File: config.mk
export PLATFORM = sky130hd
export DESIGN_NAME = voice_note_attack_tracker_top
export DESIGN_NICKNAME = d
export VERILOG_FILES = /design/src/rtl/vnat_pkg.sv /design/src/rtl/vnat_ram.sv /design/src/rtl/vnat_update.sv /design/src/rtl/voice_note_attack_tracker_top.sv
export SDC_FILE = /design/constraint.sdc
export NUM_CORES = 1
export LEC_CHECK = 0
export BUFFER_PORTS_ARGS = -buffer_cell sky130_fd_sc_hd__buf_4
export CORE_MARGIN = 4
export CORE_UTILIZATION = 31
export DETAILED_ROUTE_END_ITERATION = 8
export HOLD_SLACK_MARGIN = 0.12
export MAX_ROUTING_LAYER = met4
export PLACE_DENSITY_LB_ADDON = 0.25
export SLEW_MARGIN = 10
export SYNTH_ARGS = -nofsm -noshare
export SYNTH_HDL_FRONTEND = slang
export SYNTH_SLANG_ARGS = --single-unit
export TNS_END_PERCENT = 1
File: constraint.sdc
create_clock -name clk_i -period 12.8 [get_ports clk_i]
set_input_delay 0 -clock clk_i [delete_from_list [all_inputs] [get_ports clk_i]]
set_output_delay 0 -clock clk_i [all_outputs]
set_load 0.05 [all_outputs]
File: src/rtl/vnat_pkg.sv
// ----------------------------------------------------------------------------
// Voice note attack tracker package
// Shared types, register indexes and reset constants for the tracker.
// ----------------------------------------------------------------------------
package vnat_pkg;

  localparam int unsigned VOICE_SLOTS_DEF = 4;

  localparam logic signed [15:0] CHUNK_MIN_RESET = 16'sh7fff;
  localparam logic signed [15:0] CHUNK_MAX_RESET = -16'sh8000;
  localparam logic [7:0]         AMP_LIMIT       = 8'd255;
  localparam int unsigned        SWING_SHIFT     = 14;

  typedef enum logic [1:0] {
    CFG_USE_SWING        = 2'd0,
    CFG_VOICE_COUNT      = 2'd1,
    CFG_ATTACK_THRESHOLD = 2'd2,
    CFG_RELEASE_STEP     = 2'd3
  } cfg_reg_e;

  typedef enum logic {
    ACT_TRACE_SAMPLE = 1'b0,
    ACT_CHUNK_END    = 1'b1
  } action_e;

  typedef struct packed {
    logic              action;
    logic [1:0]        voice;
    logic signed [15:0] trace_sample;
    logic              gate;
    logic [31:0]       sample_address;
    logic [7:0]        register_volume;
    logic [15:0]       pitch_value;
    logic              muted;
  } in_item_t;

  typedef struct packed {
    logic [1:0]  voice_out;
    logic [15:0] note_pitch;
    logic [7:0]  note_volume;
    logic [7:0]  note_counter;
    logic        retriggered;
  } out_item_t;

  typedef struct packed {
    logic       use_swing;
    logic [2:0] voice_count;
    logic [7:0] attack_threshold;
    logic [7:0] release_step;
  } cfg_t;

  typedef struct packed {
    logic signed [15:0] cmin;
    logic signed [15:0] cmax;
    logic               seen;
  } chunk_rec_t;

  typedef struct packed {
    logic [7:0]  envelope;
    logic        prev_gate;
    logic [31:0] prev_address;
    logic [7:0]  generation;
  } voice_rec_t;

  typedef struct packed {
    logic chunk_we;
    logic voice_we;
    logic res_valid;
  } upd_ctrl_t;

  localparam chunk_rec_t CHUNK_RESET = '{
    cmin: CHUNK_MIN_RESET,
    cmax: CHUNK_MAX_RESET,
    seen: 1'b0
  };

  localparam voice_rec_t VOICE_RESET = '{
    envelope:     8'd0,
    prev_gate:    1'b0,
    prev_address: 32'd0,
    generation:   8'd0
  };

endpackage

File: src/rtl/vnat_ram.sv
// ----------------------------------------------------------------------------
// Voice note attack tracker RAM
// Generic single write port, single read port RAM with registered read data.
// ----------------------------------------------------------------------------
module vnat_ram #(
  parameter int unsigned Width = 8,
  parameter int unsigned Depth = 4,
  localparam int unsigned AddrW = (Depth > 1) ? $clog2(Depth) : 1
) (
  input  logic             clk_i,
  input  logic             we_i,
  input  logic [AddrW-1:0] waddr_i,
  input  logic [Width-1:0] wdata_i,
  input  logic             re_i,
  input  logic [AddrW-1:0] raddr_i,
  output logic [Width-1:0] rdata_o
);

  logic [Width-1:0] mem_q [Depth];
  logic [Width-1:0] rdata_q;

  always_ff @(posedge clk_i) begin
    if (we_i) begin
      mem_q[waddr_i] <= wdata_i;
    end
    if (re_i) begin
      rdata_q <= mem_q[raddr_i];
    end
  end

  assign rdata_o = rdata_q;

endmodule

File: src/rtl/vnat_update.sv
// ----------------------------------------------------------------------------
// Voice note attack tracker update
// Computes the new per-voice records and the report for one item.
// ----------------------------------------------------------------------------
module vnat_update import vnat_pkg::*; (
  input  cfg_t       cfg_i,
  input  in_item_t   item_i,
  input  chunk_rec_t chunk_i,
  input  voice_rec_t voice_i,
  output upd_ctrl_t  ctrl_o,
  output chunk_rec_t chunk_o,
  output voice_rec_t voice_o,
  output out_item_t  res_o
);

  logic        active;
  logic [16:0] swing;
  logic [24:0] scaled;
  logic [10:0] quot;
  logic [7:0]  amp;
  logic [8:0]  env_limit;
  logic        retrig;
  logic [7:0]  floor_val;
  logic [7:0]  env_new;

  assign active = ({1'b0, item_i.voice} < cfg_i.voice_count);

  always_comb begin
    swing = chunk_i.seen
      ? ({chunk_i.cmax[15], chunk_i.cmax} - {chunk_i.cmin[15], chunk_i.cmin}) : 17'd0;
    scaled = {swing, 8'd0} - {8'd0, swing};
    quot   = scaled[24:SWING_SHIFT];
    amp    = 8'd0;
    if (item_i.gate) begin
      if (cfg_i.use_swing) begin
        amp = (quot > {3'd0, AMP_LIMIT}) ? AMP_LIMIT : quot[7:0];
      end else begin
        amp = item_i.register_volume;
      end
    end
    env_limit = {1'b0, voice_i.envelope} + {1'b0, cfg_i.attack_threshold};
    retrig = item_i.gate && (!voice_i.prev_gate
                             || (item_i.sample_address != voice_i.prev_address)
                             || ({1'b0, amp} > env_limit));
    floor_val = (voice_i.envelope > cfg_i.release_step)
      ? (voice_i.envelope - cfg_i.release_step) : 8'd0;
    priority if (retrig || (amp == 8'd0)) begin
      env_new = amp;
    end else if (amp >= voice_i.envelope) begin
      env_new = voice_i.envelope;
    end else begin
      env_new = (amp > floor_val) ? amp : floor_val;
    end
  end

  always_comb begin
    ctrl_o  = '0;
    chunk_o = chunk_i;
    voice_o = voice_i;
    unique case (action_e'(item_i.action))
      ACT_TRACE_SAMPLE: begin
        ctrl_o.chunk_we = 1'b1;
        if (item_i.trace_sample < chunk_i.cmin) begin
          chunk_o.cmin = item_i.trace_sample;
        end
        if (item_i.trace_sample > chunk_i.cmax) begin
          chunk_o.cmax = item_i.trace_sample;
        end
        chunk_o.seen = 1'b1;
      end
      ACT_CHUNK_END: begin
        if (active) begin
          ctrl_o.chunk_we  = 1'b1;
          ctrl_o.voice_we  = 1'b1;
          ctrl_o.res_valid = 1'b1;
          chunk_o          = CHUNK_RESET;
          voice_o.envelope     = env_new;
          voice_o.prev_gate    = item_i.gate;
          voice_o.prev_address = item_i.sample_address;
          voice_o.generation   = retrig ? (voice_i.generation + 8'd1) : voice_i.generation;
        end
      end
      default: ;
    endcase
  end

  always_comb begin
    res_o.voice_out    = item_i.voice;
    res_o.note_pitch   = item_i.muted ? 16'd0 : item_i.pitch_value;
    res_o.note_volume  = item_i.muted ? 8'd0 : env_new;
    res_o.note_counter = voice_o.generation;
    res_o.retriggered  = retrig;
  end

endmodule

File: src/rtl/voice_note_attack_tracker_top.sv
// ----------------------------------------------------------------------------
// Voice note attack tracker
// A chunk end report passes the stage register and then the output register.
// Throughput: one item per cycle while out_ready does not hold a report; each
// item is read from the voice RAMs in the cycle it is taken and written back
// when it leaves the stage, with forwarding of the last write. Reset clears the
// configuration to defaults and marks all RAM entries as holding their reset values; items are taken right after reset.
// ----------------------------------------------------------------------------
module voice_note_attack_tracker_top import vnat_pkg::*; #(
  parameter int unsigned VOICE_SLOTS = VOICE_SLOTS_DEF
) (
  input  logic      clk_i,
  input  logic      rst_ni,
  input  logic      in_valid_i,
  output logic      in_ready_o,
  input  in_item_t  in_item_i,
  output logic      out_valid_o,
  input  logic      out_ready_i,
  output out_item_t out_item_o,
  input  logic      cfg_valid_i,
  output logic      cfg_ready_o,
  input  logic [1:0] cfg_index_i,
  input  logic [7:0] cfg_data_i
);

  localparam int unsigned AddrW = (VOICE_SLOTS > 1) ? $clog2(VOICE_SLOTS) : 1;
  localparam int unsigned ChunkW = $bits(chunk_rec_t);
  localparam int unsigned VoiceW = $bits(voice_rec_t);

  cfg_t cfg_q;

  logic             s1_valid_q;
  in_item_t         s1_item_q;
  logic [AddrW-1:0] s1_addr_q;

  logic [VOICE_SLOTS-1:0] c_valid_q;
  logic [VOICE_SLOTS-1:0] v_valid_q;

  logic             fwd_c_valid_q;
  logic [AddrW-1:0] fwd_c_addr_q;
  chunk_rec_t       fwd_c_q;
  logic             fwd_v_valid_q;
  logic [AddrW-1:0] fwd_v_addr_q;
  voice_rec_t       fwd_v_q;

  logic      out_valid_q;
  out_item_t out_q;

  logic             in_accept;
  logic             slot_ok;
  logic [AddrW-1:0] rd_addr;
  logic [ChunkW-1:0] c_rdata;
  logic [VoiceW-1:0] v_rdata;
  chunk_rec_t       chunk_cur;
  voice_rec_t       voice_cur;
  upd_ctrl_t        ctrl;
  chunk_rec_t       chunk_new;
  voice_rec_t       voice_new;
  out_item_t        res;
  logic             s1_adv;
  logic             s1_fire;
  logic             c_we;
  logic             v_we;

  assign cfg_ready_o = 1'b1;

  always_ff @(posedge clk_i or negedge rst_ni) begin
    if (!rst_ni) begin
      cfg_q.use_swing        <= 1'b1;
      cfg_q.voice_count      <= 3'd3;
      cfg_q.attack_threshold <= 8'd24;
      cfg_q.release_step     <= 8'd3;
    end else if (cfg_valid_i) begin
      unique case (cfg_reg_e'(cfg_index_i))
        CFG_USE_SWING:        cfg_q.use_swing        <= cfg_data_i[0];
        CFG_VOICE_COUNT:      cfg_q.voice_count      <= cfg_data_i[2:0];
        CFG_ATTACK_THRESHOLD: cfg_q.attack_threshold <= cfg_data_i;
        CFG_RELEASE_STEP:     cfg_q.release_step     <= cfg_data_i;
        default: ;
      endcase
    end
  end

  assign slot_ok   = (32'(in_item_i.voice) < VOICE_SLOTS);
  assign rd_addr   = AddrW'(in_item_i.voice);
  assign in_accept = in_valid_i && in_ready_o;

  vnat_ram #(.Width(ChunkW), .Depth(VOICE_SLOTS)) u_chunk_ram (
    .clk_i   (clk_i),
    .we_i    (c_we),
    .waddr_i (s1_addr_q),
    .wdata_i (chunk_new),
    .re_i    (in_accept),
    .raddr_i (rd_addr),
    .rdata_o (c_rdata)
  );

  vnat_ram #(.Width(VoiceW), .Depth(VOICE_SLOTS)) u_voice_ram (
    .clk_i   (clk_i),
    .we_i    (v_we),
    .waddr_i (s1_addr_q),
    .wdata_i (voice_new),
    .re_i    (in_accept),
    .raddr_i (rd_addr),
    .rdata_o (v_rdata)
  );

  always_comb begin
    priority if (fwd_c_valid_q && (fwd_c_addr_q == s1_addr_q)) begin
      chunk_cur = fwd_c_q;
    end else if (c_valid_q[s1_addr_q]) begin
      chunk_cur = chunk_rec_t'(c_rdata);
    end else begin
      chunk_cur = CHUNK_RESET;
    end
    priority if (fwd_v_valid_q && (fwd_v_addr_q == s1_addr_q)) begin
      voice_cur = fwd_v_q;
    end else if (v_valid_q[s1_addr_q]) begin
      voice_cur = voice_rec_t'(v_rdata);
    end else begin
      voice_cur = VOICE_RESET;
    end
  end

  vnat_update u_update (
    .cfg_i   (cfg_q),
    .item_i  (s1_item_q),
    .chunk_i (chunk_cur),
    .voice_i (voice_cur),
    .ctrl_o  (ctrl),
    .chunk_o (chunk_new),
    .voice_o (voice_new),
    .res_o   (res)
  );

  assign s1_adv     = !ctrl.res_valid || !out_valid_q || out_ready_i;
  assign s1_fire    = s1_valid_q && s1_adv;
  assign c_we       = s1_fire && ctrl.chunk_we;
  assign v_we       = s1_fire && ctrl.voice_we;
  assign in_ready_o = !s1_valid_q || s1_adv;

  always_ff @(posedge clk_i or negedge rst_ni) begin
    if (!rst_ni) begin
      s1_valid_q    <= 1'b0;
      c_valid_q     <= '0;
      v_valid_q     <= '0;
      fwd_c_valid_q <= 1'b0;
      fwd_v_valid_q <= 1'b0;
      out_valid_q   <= 1'b0;
    end else begin
      if (in_ready_o) begin
        s1_valid_q <= in_valid_i && slot_ok;
      end
      if (c_we) begin
        c_valid_q[s1_addr_q] <= 1'b1;
        fwd_c_valid_q        <= 1'b1;
      end
      if (v_we) begin
        v_valid_q[s1_addr_q] <= 1'b1;
        fwd_v_valid_q        <= 1'b1;
      end
      if (s1_fire && ctrl.res_valid) begin
        out_valid_q <= 1'b1;
      end else if (out_ready_i) begin
        out_valid_q <= 1'b0;
      end
    end
  end

  always_ff @(posedge clk_i) begin
    if (in_accept) begin
      s1_item_q <= in_item_i;
      s1_addr_q <= rd_addr;
    end
    if (c_we) begin
      fwd_c_addr_q <= s1_addr_q;
      fwd_c_q      <= chunk_new;
    end
    if (v_we) begin
      fwd_v_addr_q <= s1_addr_q;
      fwd_v_q      <= voice_new;
    end
    if (s1_fire && ctrl.res_valid) begin
      out_q <= res;
    end
  end

  assign out_valid_o = out_valid_q;
  assign out_item_o  = out_q;

endmodule

==> results.json, run 1 <==
{
  "drt_first_pass_iters": 6,
  "finClkSkew_ns": 0.0342,
  "clkTransAtPathRegs_ns": 0.06,
  "n_fill_cell": 8497,
  "drt_iter0_markers": 1390,
  "hold_depth": 3,
  "maxCapViolCount": 0,
  "cts_sinks": 630,
  "grt-ovfl-total": 0,
  "synth_cell_types": 121,
  "seq_area_frac_synth_pct": 65.4,
  "post-route-util_pct": 38.3,
  "netlist_area_um2": 28700,
  "hp-class": "input port to register",
  "run_status": "completed",
  "p_leak_nw": 12.2,
  "die_y_um": 312,
  "viasPerCell": 5.11,
  "placed_cells": 3082,
  "maxSlewHeadroom_pct": 20.3,
  "hpwl_mm": 45.0,
  "reg2regPathDepth": 38,
  "area_growth_pct": 22.3,
  "cp.required_ns": 13.14,
  "fin_crit_ns": 11.27,
  "start_util_pct": 31.3,
  "critPathCaptureType": "register",
  "fin_tns_setup_ns": 0,
  "pwr-share-comb_pct": 27.0,
  "drive_above_1_share_pct": 21.4,
  "vias": 17300,
  "fmax_mhz": 88.7,
  "cp-start-kind": "register",
  "postCtsSetupBuffers": 0,
  "htreeDepth": 3,
  "whs_ns": 0.181,
  "hold_buffers": 178,
  "setup_viol": 0,
  "core_area_um2": 91700,
  "cp_num_cells": 38,
  "rsz0062_at_grt": "no",
  "antenna_found_initial": 1,
  "slew_viol_final": 0,
  "vdd_drop_max_v": 0.0000870,
  "die_area_um2": 97400,
  "critPathKind": "register to register",
  "grt_max_degree": 69,
  "synth_warnings": 0,
  "ys_ff_latch": 630,
  "syn_nets": 1999,
  "detail_route.wl_per_cell_um": 21.4,
  "routabilityCongestion": 0.857,
  "p_clk_share_pct": 32.2,
  "seqCellArea_um2": 18800,
  "powerDensity_nw_per_um2": 182,
  "multi_input_area_um2": 9260,
  "p_sw_mw": 2.00,
  "dominantRegCellSynth": "edfxtp_1",
  "avgSynthCellArea_um2": 15.7,
  "insertion_delay_ns": 0.63,
  "layout.nets": 2320,
  "cpPeakStageDelay_ns": 0.93,
  "crit_buf_inv": 1,
  "place_area_um2": 30900,
  "cp_max_fo": 21,
  "netlist_instances": 1828,
  "numCtsBuffers": 73,
  "grt_pass1_wl_mm": 111,
  "async_reset_ff_share_pct": 5.08,
  "cts_tree": "done",
  "postRouteAntennaNets": 0,
  "io_buffers": 128,
  "intPower_mw": 4.37,
  "rows": 111,
  "finalHoldViolations": 0,
  "crit_family": "compound AO/OA/AOI/OAI gates",
  "period_share_pct": 88.1,
  "drc_errors": 0,
  "stdcell_count": 3392,
  "grt.total_usage_pct": 15.2,
  "max_slew.worst_pin.slew_ns": 1.19,
  "synth_edf_count": 598,
  "cts-resized-gates": 0,
  "final_cell_area_um2": 35100,
  "seq_power_share_pct": 40.8,
  "crit_arrival_ns": 11.62,
  "cts_root_buf": "clkbuf_16",
  "wirelength_mm": 72.6,
  "num_antenna_cells": 0,
  "grt_pass1_vias": 18200,
  "cpMaxStageDelayCell": "a21oi_1",
  "ios": 130,
  "cts_buffer_depth": 3,
  "switching_share_pct": 31.4,
  "die_x_um": 312
}
## cell usage in the layout (no fill, tap or decap), types with 8 or more instances in the layout
master / synthesis / routed
xor2_1: 25 / 25
o21a_1: 10 / 10
a21oi_1: 83 / 83
clkinv_1: 0 / 11
a22oi_1: 60 / 60
nor4_1: 9 / 9
ha_1: 77 / 77
xnor2_1: 58 / 58
nand4_1: 23 / 23
mux2_2: 27 / 27
a221oi_1: 14 / 14
clkinv_2: 0 / 10
mux2i_1: 18 / 18
dfrtp_1: 25 / 25
or2_2: 9 / 9
a211oi_1: 10 / 10
edfxtp_1: 598 / 598
inv_1: 64 / 63
clkbuf_16: 0 / 74
nor2b_1: 30 / 29
nor2_1: 81 / 77
a21o_1: 16 / 16
buf_4: 12 / 151
a31oi_1: 10 / 10
a22o_1: 10 / 10
nor3_1: 14 / 11
nand2b_1: 28 / 28
o211ai_1: 8 / 8
o31ai_1: 8 / 8
nand2_1: 61 / 61
o22ai_1: 35 / 34
nand3_1: 24 / 24
mux4_2: 84 / 84
nor3b_1: 15 / 15
dlygate4sd3_1: 0 / 177
nand3b_1: 8 / 8
clkbuf_1: 44 / 17
and2_1: 10 / 9
o21ai_0: 34 / 34
## state kept, by name, indices dropped and copies added (netlist names), 2 cells and up
name	flops
out_item_o	25
u_chunk_ram.rdata_o	33
fwd_v_addr_q	2
fwd_v_q	49
u_voice_ram.mem_q	196
s1_item_q	75
s1_addr_q	2
fwd_c_q	33
c_valid_q	4
u_chunk_ram.mem_q	132
v_valid_q	4
fwd_c_addr_q	2
cfg_q	20
u_voice_ram.rdata_o	49
## synthesized netlist by cell type (27+ instances only)
master      n  area share (%)
a21oi_1    83             1.4
a22oi_1    60             1.6
clkbuf_1   44            0.58
edfxtp_1  598              63
ha_1       77             3.4
inv_1      64            0.84
mux2_2     27             1.1
mux4_2     84             6.6
nand2_1    61            0.80
nand2b_1   28            0.61
nor2_1     81             1.1
nor2b_1    30            0.65
o21ai_0    34            0.59
o22ai_1    35            0.76
xnor2_1    58             1.8
## metrics by stage
| stage | setup slack [ns] | power [mW] |
|---|---|---|
| after floorplan | 3.72 | 3.83 |
| after global placement | 1.83 | 4.29 |
| after detailed placement | 1.77 | 4.31 |
| after CTS | 1.73 | 6.44 |
| after global routing | 0.409 | 6.71 |
| final | 1.53 | 6.37 |
## cell type report
cell class | instances | area share (%)
Sequential cell | 630 | 53.5
Multi-Input combinational cell | 1048 | 26.4
Timing Repair Buffer | 330 | 8.37
Clock buffer | 94 | 5.58
Tap cell | 1186 | 4.23
Clock inverter | 38 | 1.19
Inverter | 66 | 0.710
## metal layers
metal | vias to the layer above | GRT usage [%] | share of wire [%]
li1 | 7929 | - | -
met1 | 8908 | 20.1 | 45
met2 | 400 | 24.4 | 48
met3 | 108 | 2.40 | 4.6
met4 | 0 | 4.30 | 2.1
met5 | - | - | 0
## power groups by stage
stage / Sequential (mW) / Combinational, mW / Clock, mW
6_report: 2.60 / 1.72 / 2.05
5_1_grt: 2.61 / 1.90 / 2.20
4_1_cts: 2.60 / 1.72 / 2.12
3_5_place_dp: 2.64 / 1.67 / 0
3_3_place_gp: 2.64 / 1.65 / 0
2_1_floorplan: 2.64 / 1.19 / 0
## cell families after synthesis
group | share of synthesized area (%)
adders and majority gates | 3.71
buffers and inverters | 2.52
AOI/OAI and AO/OA | 10.5
and+or+nand+nor | 6.56
DFF | 65.4
muxes | 8.41
other | 0.0131
xor gates and xnor gates | 2.84
## worst paths after layout
path,startpoint,to,slack [ns]
min reg2reg,fwd_v_valid_q,fwd_v_valid_q,0.46
max reg2reg,s1_addr_q[0],u_voice_ram.mem_q[3][42],1.53
min in group asynchronous,rst_ni,cfg_q[0],0.51
min,cfg_data_i[1],cfg_q[9],0.18
max,s1_addr_q[0],u_voice_ram.mem_q[3][42],1.53
max in group asynchronous,rst_ni,c_valid_q[0],12.10
## worst reg2reg max path: cells and delay by family, from the launching register on
kind / cells / cell delay [ns]
DFF: 1 / 0.80
buffers and inverters: 1 / 0.11
and+or+nand+nor: 14 / 2.30
AOI/OAI and AO/OA: 19 / 5.83
muxes: 1 / 0.80
adders and majority gates: 3 / 1.17
(Power assumes the default switching activity.)
==> run 2: changes to the inputs <==
--- a/config.mk
+++ b/config.mk
@@ -7,11 +7,12 @@
 export LEC_CHECK = 0
 export BUFFER_PORTS_ARGS = -buffer_cell sky130_fd_sc_hd__buf_4
 export CORE_MARGIN = 4
-export CORE_UTILIZATION = 31
+export CORE_UTILIZATION = 40
 export DETAILED_ROUTE_END_ITERATION = 8
 export HOLD_SLACK_MARGIN = 0.12
 export MAX_ROUTING_LAYER = met4
 export PLACE_DENSITY_LB_ADDON = 0.25
+export SETUP_SLACK_MARGIN = 0.1
 export SLEW_MARGIN = 10
 export SYNTH_ARGS = -nofsm -noshare
 export SYNTH_HDL_FRONTEND = slang
==> results.json, run 2 (synthesis results as in run 1) <==
{
  "run_status": "completed",
  "placed_cells": 2835,
  "maxCapViolCount": 0,
  "drive_above_1_share_pct": 21.0,
  "hold_buffers": 163,
  "die_area_um2": 76000,
  "critPathCaptureType": "register",
  "maxSlewHeadroom_pct": 21.2,
  "top_register": "u_voice_ram.mem_q",
  "final_cell_mix": "598 x edfxtp_1, 162 x dlygate4sd3_1, 149 x buf_4",
  "wirelength_mm": 68.4,
  "drt_iter0_markers": 1466,
  "powerDensity_nw_per_um2": 180,
  "switching_share_pct": 31.2,
  "ios": 130,
  "setup_viol": 0,
  "clkTransAtPathRegs_ns": 0.06,
  "grt-ovfl-total": 0,
  "p_leak_nw": 12.0,
  "insertion_delay_ns": 0.62,
  "vdd_drop_max_v": 0.000119,
  "cp_max_fo": 18,
  "rsz0062_at_grt": "no",
  "area_growth_pct": 20.2,
  "hold_depth": 2,
  "critPathKind": "register to register",
  "r2r_end": "fwd_v_q[45]",
  "hp-class": "input port to register",
  "vias": 17300,
  "final_common_cell": "edfxtp_1",
  "core_area_um2": 70500,
  "detail_route.wl_per_cell_um": 21.9,
  "fmax_mhz": 91.7,
  "finClkSkew_ns": 0.0471,
  "pre_cts_ws_ns": 2.11,
  "fin_tns_setup_ns": 0,
  "cpMostUsedCell": "nand2_1",
  "hold_start": "in_item_i[30]",
  "cts_tree": "done",
  "num_antenna_cells": 0,
  "cts_buffer_depth": 3,
  "max_slew.worst_pin.slew_ns": 1.18,
  "reg2regPathDepth": 37,
  "layout.nets": 2301,
  "period_share_pct": 85.2,
  "cpMaxStageDelayCell": "o31ai_4",
  "r2r-start": "fwd_c_valid_q",
  "cts-resized-gates": 0,
  "p_total_mw": 6.21,
  "r2r_slack_ns": 1.89,
  "fin_ws_ns": 1.89,
  "numCtsBuffers": 70,
  "holdPathEnd": "s1_item_q[30]",
  "htreeDepth": 3,
  "grt_pass1_wl_mm": 106,
  "drc_errors": 0,
  "stdcell_count": 3123,
  "die_x_um": 276,
  "viasPerCell": 5.55,
  "cpPeakStageDelay_ns": 0.93,
  "p_clk_share_pct": 31.1,
  "finalHoldViolations": 0,
  "largestRegisters": "u_voice_ram.mem_q (196), u_chunk_ram.mem_q (132), s1_item_q (75)",
  "postRouteAntennaNets": 0,
  "start_util_pct": 40.7,
  "p_sw_mw": 1.94,
  "grt.total_usage_pct": 18.5,
  "grt_max_degree": 128,
  "cts_root_buf": "clkbuf_16",
  "seq_power_share_pct": 41.8,
  "hpwl_mm": 42.5,
  "grt_pass1_vias": 18000,
  "pwr-share-comb_pct": 27.1,
  "slew_viol_final": 0,
  "rows": 97,
  "intPower_mw": 4.27,
  "largest_reg_flops": 196,
  "post-route-util_pct": 48.9,
  "crit_arrival_ns": 11.20,
  "io_buffers": 128,
  "antenna_found_initial": 1,
  "routabilityCongestion": 0.913,
  "cp-start-kind": "register",
  "fin_crit_ns": 10.91,
  "drt_first_pass_iters": 5,
  "crit_family": "compound AO/OA/AOI/OAI gates",
  "cts_sinks": 630,
  "die_y_um": 276,
  "cp.required_ns": 13.09,
  "crit_buf_inv": 1,
  "postCtsSetupBuffers": 0
}
==> run 2: cell count changes in the layout (fill, tap and decap cells not counted), sizes merged <==
cell | before | now
clkinv | 27 | 32
clkinvlp | 2 | 3
bufinv | 5 | 4
buf | 153 | 152
inv | 70 | 67
dlygate4sd3 | 177 | 162
clkbuf | 94 | 85
==> run 2: per-stage QoR <==
stage                     cell area, µm²  hold WS (ns)
after floorplan                    28700        -0.296
after global placement             30600       -0.0244
after detailed placement           30600       -0.0148
after CTS                          34500         0.121
after global routing               34500         0.131
final                              34500         0.158
==> run 2: worst max-delay path by stage <==
stage                        from                  endpoint  slack (ns)  cells after the start
finish              fwd_c_valid_q               fwd_v_q[45]        1.89                     37
global route         s1_addr_q[1]  u_voice_ram.mem_q[2][41]        1.02                     38
CTS                  s1_addr_q[1]  u_voice_ram.mem_q[2][41]        2.04                     38
detailed placement   s1_addr_q[1]  u_voice_ram.mem_q[1][45]        2.11                     38
global placement     s1_addr_q[1]  u_voice_ram.mem_q[2][41]        2.35                     38
floorplan            s1_addr_q[1]               fwd_v_q[46]        3.72                     43
==> run 2: power by group through the flow <==
stage / combinational, mW / clock, mW / sequential [mW]
finish: 1.68 / 1.93 / 2.60
global route: 1.86 / 2.07 / 2.61
CTS: 1.68 / 1.98 / 2.60
detailed placement: 1.63 / 0 / 2.64
global placement: 1.61 / 0 / 2.63
floorplan: 1.19 / 0 / 2.64
==> run 2: cell type report <==
cell class,instances,area [µm²]
clock buffer,85,1810
sequential,630,18800
timing repair buffer,314,2790
inverter,66,249
multi-input combinational,1048,9260
clock inverter,40,428
tap,940,1180
fill,5906,36000
==> run 2: routing by layer <==
metal  wire length (µm)  up-vias  GRT usage (%)
met3               3280       98           2.38
met1              30700     8852           25.5
li1                   -     7887              -
met4               1510        0           5.20
met5                  0        -              -
met2              32900      492           29.3
==> run 3: changes to the inputs <==
--- a/config.mk
+++ b/config.mk
@@ -7,14 +7,14 @@
 export LEC_CHECK = 0
 export BUFFER_PORTS_ARGS = -buffer_cell sky130_fd_sc_hd__buf_4
 export CORE_MARGIN = 4
-export CORE_UTILIZATION = 40
+export CORE_UTILIZATION = 45
 export DETAILED_ROUTE_END_ITERATION = 8
 export HOLD_SLACK_MARGIN = 0.12
 export MAX_ROUTING_LAYER = met4
 export PLACE_DENSITY_LB_ADDON = 0.25
 export SETUP_SLACK_MARGIN = 0.1
-export SLEW_MARGIN = 10
 export SYNTH_ARGS = -nofsm -noshare
 export SYNTH_HDL_FRONTEND = slang
+export SYNTH_HIERARCHICAL = 1
 export SYNTH_SLANG_ARGS = --single-unit
 export TNS_END_PERCENT = 1
==> results.json, run 3 <==
{
  "synth_edf_count": 608,
  "hpwl_mm": 40.8,
  "yosys.area.top_type": "edfxtp_1",
  "vdd_drop_max_v": 0.000109,
  "cp_max_fo": 20,
  "layout.nets": 2420,
  "grt_max_degree": 67,
  "p_leak_nw": 13.2,
  "largestRegisters": "u_voice_ram/mem_q (196), u_chunk_ram/mem_q (132), s1_item_q (75)",
  "insertion_delay_ns": 0.60,
  "postRouteAntennaNets": 0,
  "rsz0062_at_grt": "no",
  "synth_cell_types": 85,
  "area_growth_pct": 18.4,
  "hp-class": "input port to register",
  "cpPeakStageDelay_ns": 0.82,
  "clkTransAtPathRegs_ns": 0.06,
  "numCtsBuffers": 67,
  "ios": 130,
  "dominantRegCellSynth": "edfxtp_1",
  "grt_pass1_wl_mm": 104,
  "cts_buffer_depth": 3,
  "fmax_mhz": 101,
  "met2_usage_pct": 31.7,
  "use_met3_pct": 2.64,
  "seq_area_frac_synth_pct": 65.2,
  "drt_first_pass_iters": 5,
  "vias": 17100,
  "crit_arrival_ns": 10.24,
  "htreeDepth": 3,
  "cts_sinks": 640,
  "postCtsSetupBuffers": 0,
  "run_status": "completed",
  "detail_route.wl_per_cell_um": 21.3,
  "placed_cells": 2858,
  "io_buffers": 128,
  "cpMaxStageDelayCell": "edfxtp_1",
  "rows": 93,
  "num_antenna_cells": 0,
  "yosysMostFrequentCell": "edfxtp_1",
  "drc_errors": 0,
  "powerDensity_nw_per_um2": 181,
  "die_y_um": 263,
  "fin_crit_ns": 9.91,
  "cp.required_ns": 13.13,
  "largest_reg_flops": 196,
  "grtUsageMet1_pct": 26.5,
  "drive_above_1_share_pct": 17.9,
  "top_usage_layer": "met2",
  "cts-resized-gates": 0,
  "wirelength_mm": 66.7,
  "finalHoldViolations": 0,
  "cts_root_buf": "clkbuf_16",
  "yosys-top-cells-area": "edfxtp_1 62%, mux4_2 6.1%, ha_1 4.0%, mux2i_1 3.4%, nand2_1 2.7%",
  "synth_top_area_share_pct": 62.4,
  "antenna_found_initial": 0,
  "cts_tree": "done",
  "async_reset_ff_share_pct": 5.00,
  "drt_iter0_markers": 1407,
  "slew_viol_final": 0,
  "top_register": "u_voice_ram/mem_q",
  "netlist_instances": 1935,
  "grt-ovfl-total": 0,
  "start_util_pct": 45.5,
  "synthTopCellsByCount": "608 x edfxtp_1, 213 x nand2_1, 137 x inv_1",
  "period_share_pct": 77.4,
  "grt.total_usage_pct": 19.7,
  "final_common_cell": "edfxtp_1",
  "grt_pass1_vias": 17800,
  "core_area_um2": 64300,
  "cp-start-kind": "register",
  "netlist_area_um2": 29300,
  "max_slew.worst_pin.slew_ns": 1.25,
  "fin_tns_setup_ns": 0,
  "final_cell_mix": "608 x edfxtp_1, 213 x nand2_1, 158 x dlygate4sd3_1",
  "finClkSkew_ns": 0.0296,
  "critPathCaptureType": "register",
  "synth_warnings": 6,
  "critPathKind": "register to register",
  "routabilityCongestion": 0.920,
  "stdcell_count": 3133,
  "avgSynthCellArea_um2": 15.1,
  "viasPerCell": 5.44,
  "ys_ff_latch": 640,
  "setup_viol": 0,
  "syn_nets": 2124,
  "maxCapViolCount": 0,
  "hold_buffers": 159,
  "maxSlewHeadroom_pct": 16.5,
  "die_x_um": 263,
  "die_area_um2": 69200
}
-- run 3: critical path, delay by kind of cell, from the launching register on --
family | cells | cell delay, ns
AOI/OAI and AO/OA | 15 | 3.11
and+or+nand+nor | 7 | 2.05
adders and majority gates | 5 | 1.59
DFF | 1 | 0.82
buffers and inverters | 3 | 0.75
muxes | 2 | 0.64
xor gates and xnor gates | 2 | 0.60
-- run 3: kinds of logic (layout without fill, tap and decap cells) --
| kind of cell | after synthesis | in the layout | share of synthesized area, % |
|---|---|---|---|
| xor gates and xnor gates | 73 | 73 | 2.35 |
| muxes | 211 | 211 | 11.0 |
| AOI/OAI and AO/OA | 270 | 270 | 6.69 |
| buffers and inverters | 227 | 570 | 3.68 |
| other | 1 | 1 | 0.0128 |
| adders and majority gates | 98 | 98 | 4.26 |
| DFF | 640 | 640 | 65.2 |
| and+or+nand+nor | 415 | 415 | 6.83 |
-- run 3: area by class of cell --
class	instances	area, µm²
flip-flops and latches	640	19100
fillers	5121	29700
clock buffers	85	1780
clock inverters	31	238
well taps	855	1070
repair buffers	316	2780
inverters	138	518
multi-input cells	1068	9170
-- run 3: layer usage --
| metal | vias up | routed length, µm |
|---|---|---|
| met5 | - | 0 |
| met4 | 0 | 1520 |
| met3 | 108 | 3280 |
| met2 | 439 | 32100 |
| met1 | 8623 | 29700 |
| li1 | 7884 | - |
-- run 3: path summary, 6_finish.rpt --
kind / start / to / slack [ns] / cells past startpoint
min in group asynchronous: rst_ni / cfg_q[17] / 0.53 / 3
max in group asynchronous: rst_ni / c_valid_q[0] / 12.08 / 4
max reg2reg: s1_addr_q[0] / u_voice_ram/mem_q[3][5] / 2.89 / 34
min reg2reg: c_valid_q[3] / c_valid_q[3] / 0.47 / 1
max: s1_addr_q[0] / u_voice_ram/mem_q[3][5] / 2.89 / 34
min: in_item_i[47] / s1_item_q[47] / 0.16 / 2
-- run 3: report_power, final --
group / switching [mW] / internal (mW)
clock network: 0.783 / 1.03
logic: 1.12 / 0.694
registers: 0.0610 / 2.58
-- run 3: per-stage QoR --
stage | util, % | hold slack [ns] | power (mW) | area (µm²) | worst slack [ns]
2_1_floorplan | - | -0.296 | 4.00 | 29300 | 4.88
4_1_cts | 53.8 | 0.121 | 6.31 | 34600 | 3.00
6_report | 53.8 | 0.158 | 6.27 | 34600 | 2.89
5_1_grt | 53.8 | 0.133 | 6.61 | 34600 | 2.08
3_5_place_dp | 48.2 | -0.00693 | 4.44 | 31000 | 3.06
3_3_place_gp | 48.2 | -0.0201 | 4.42 | 31000 | 3.28
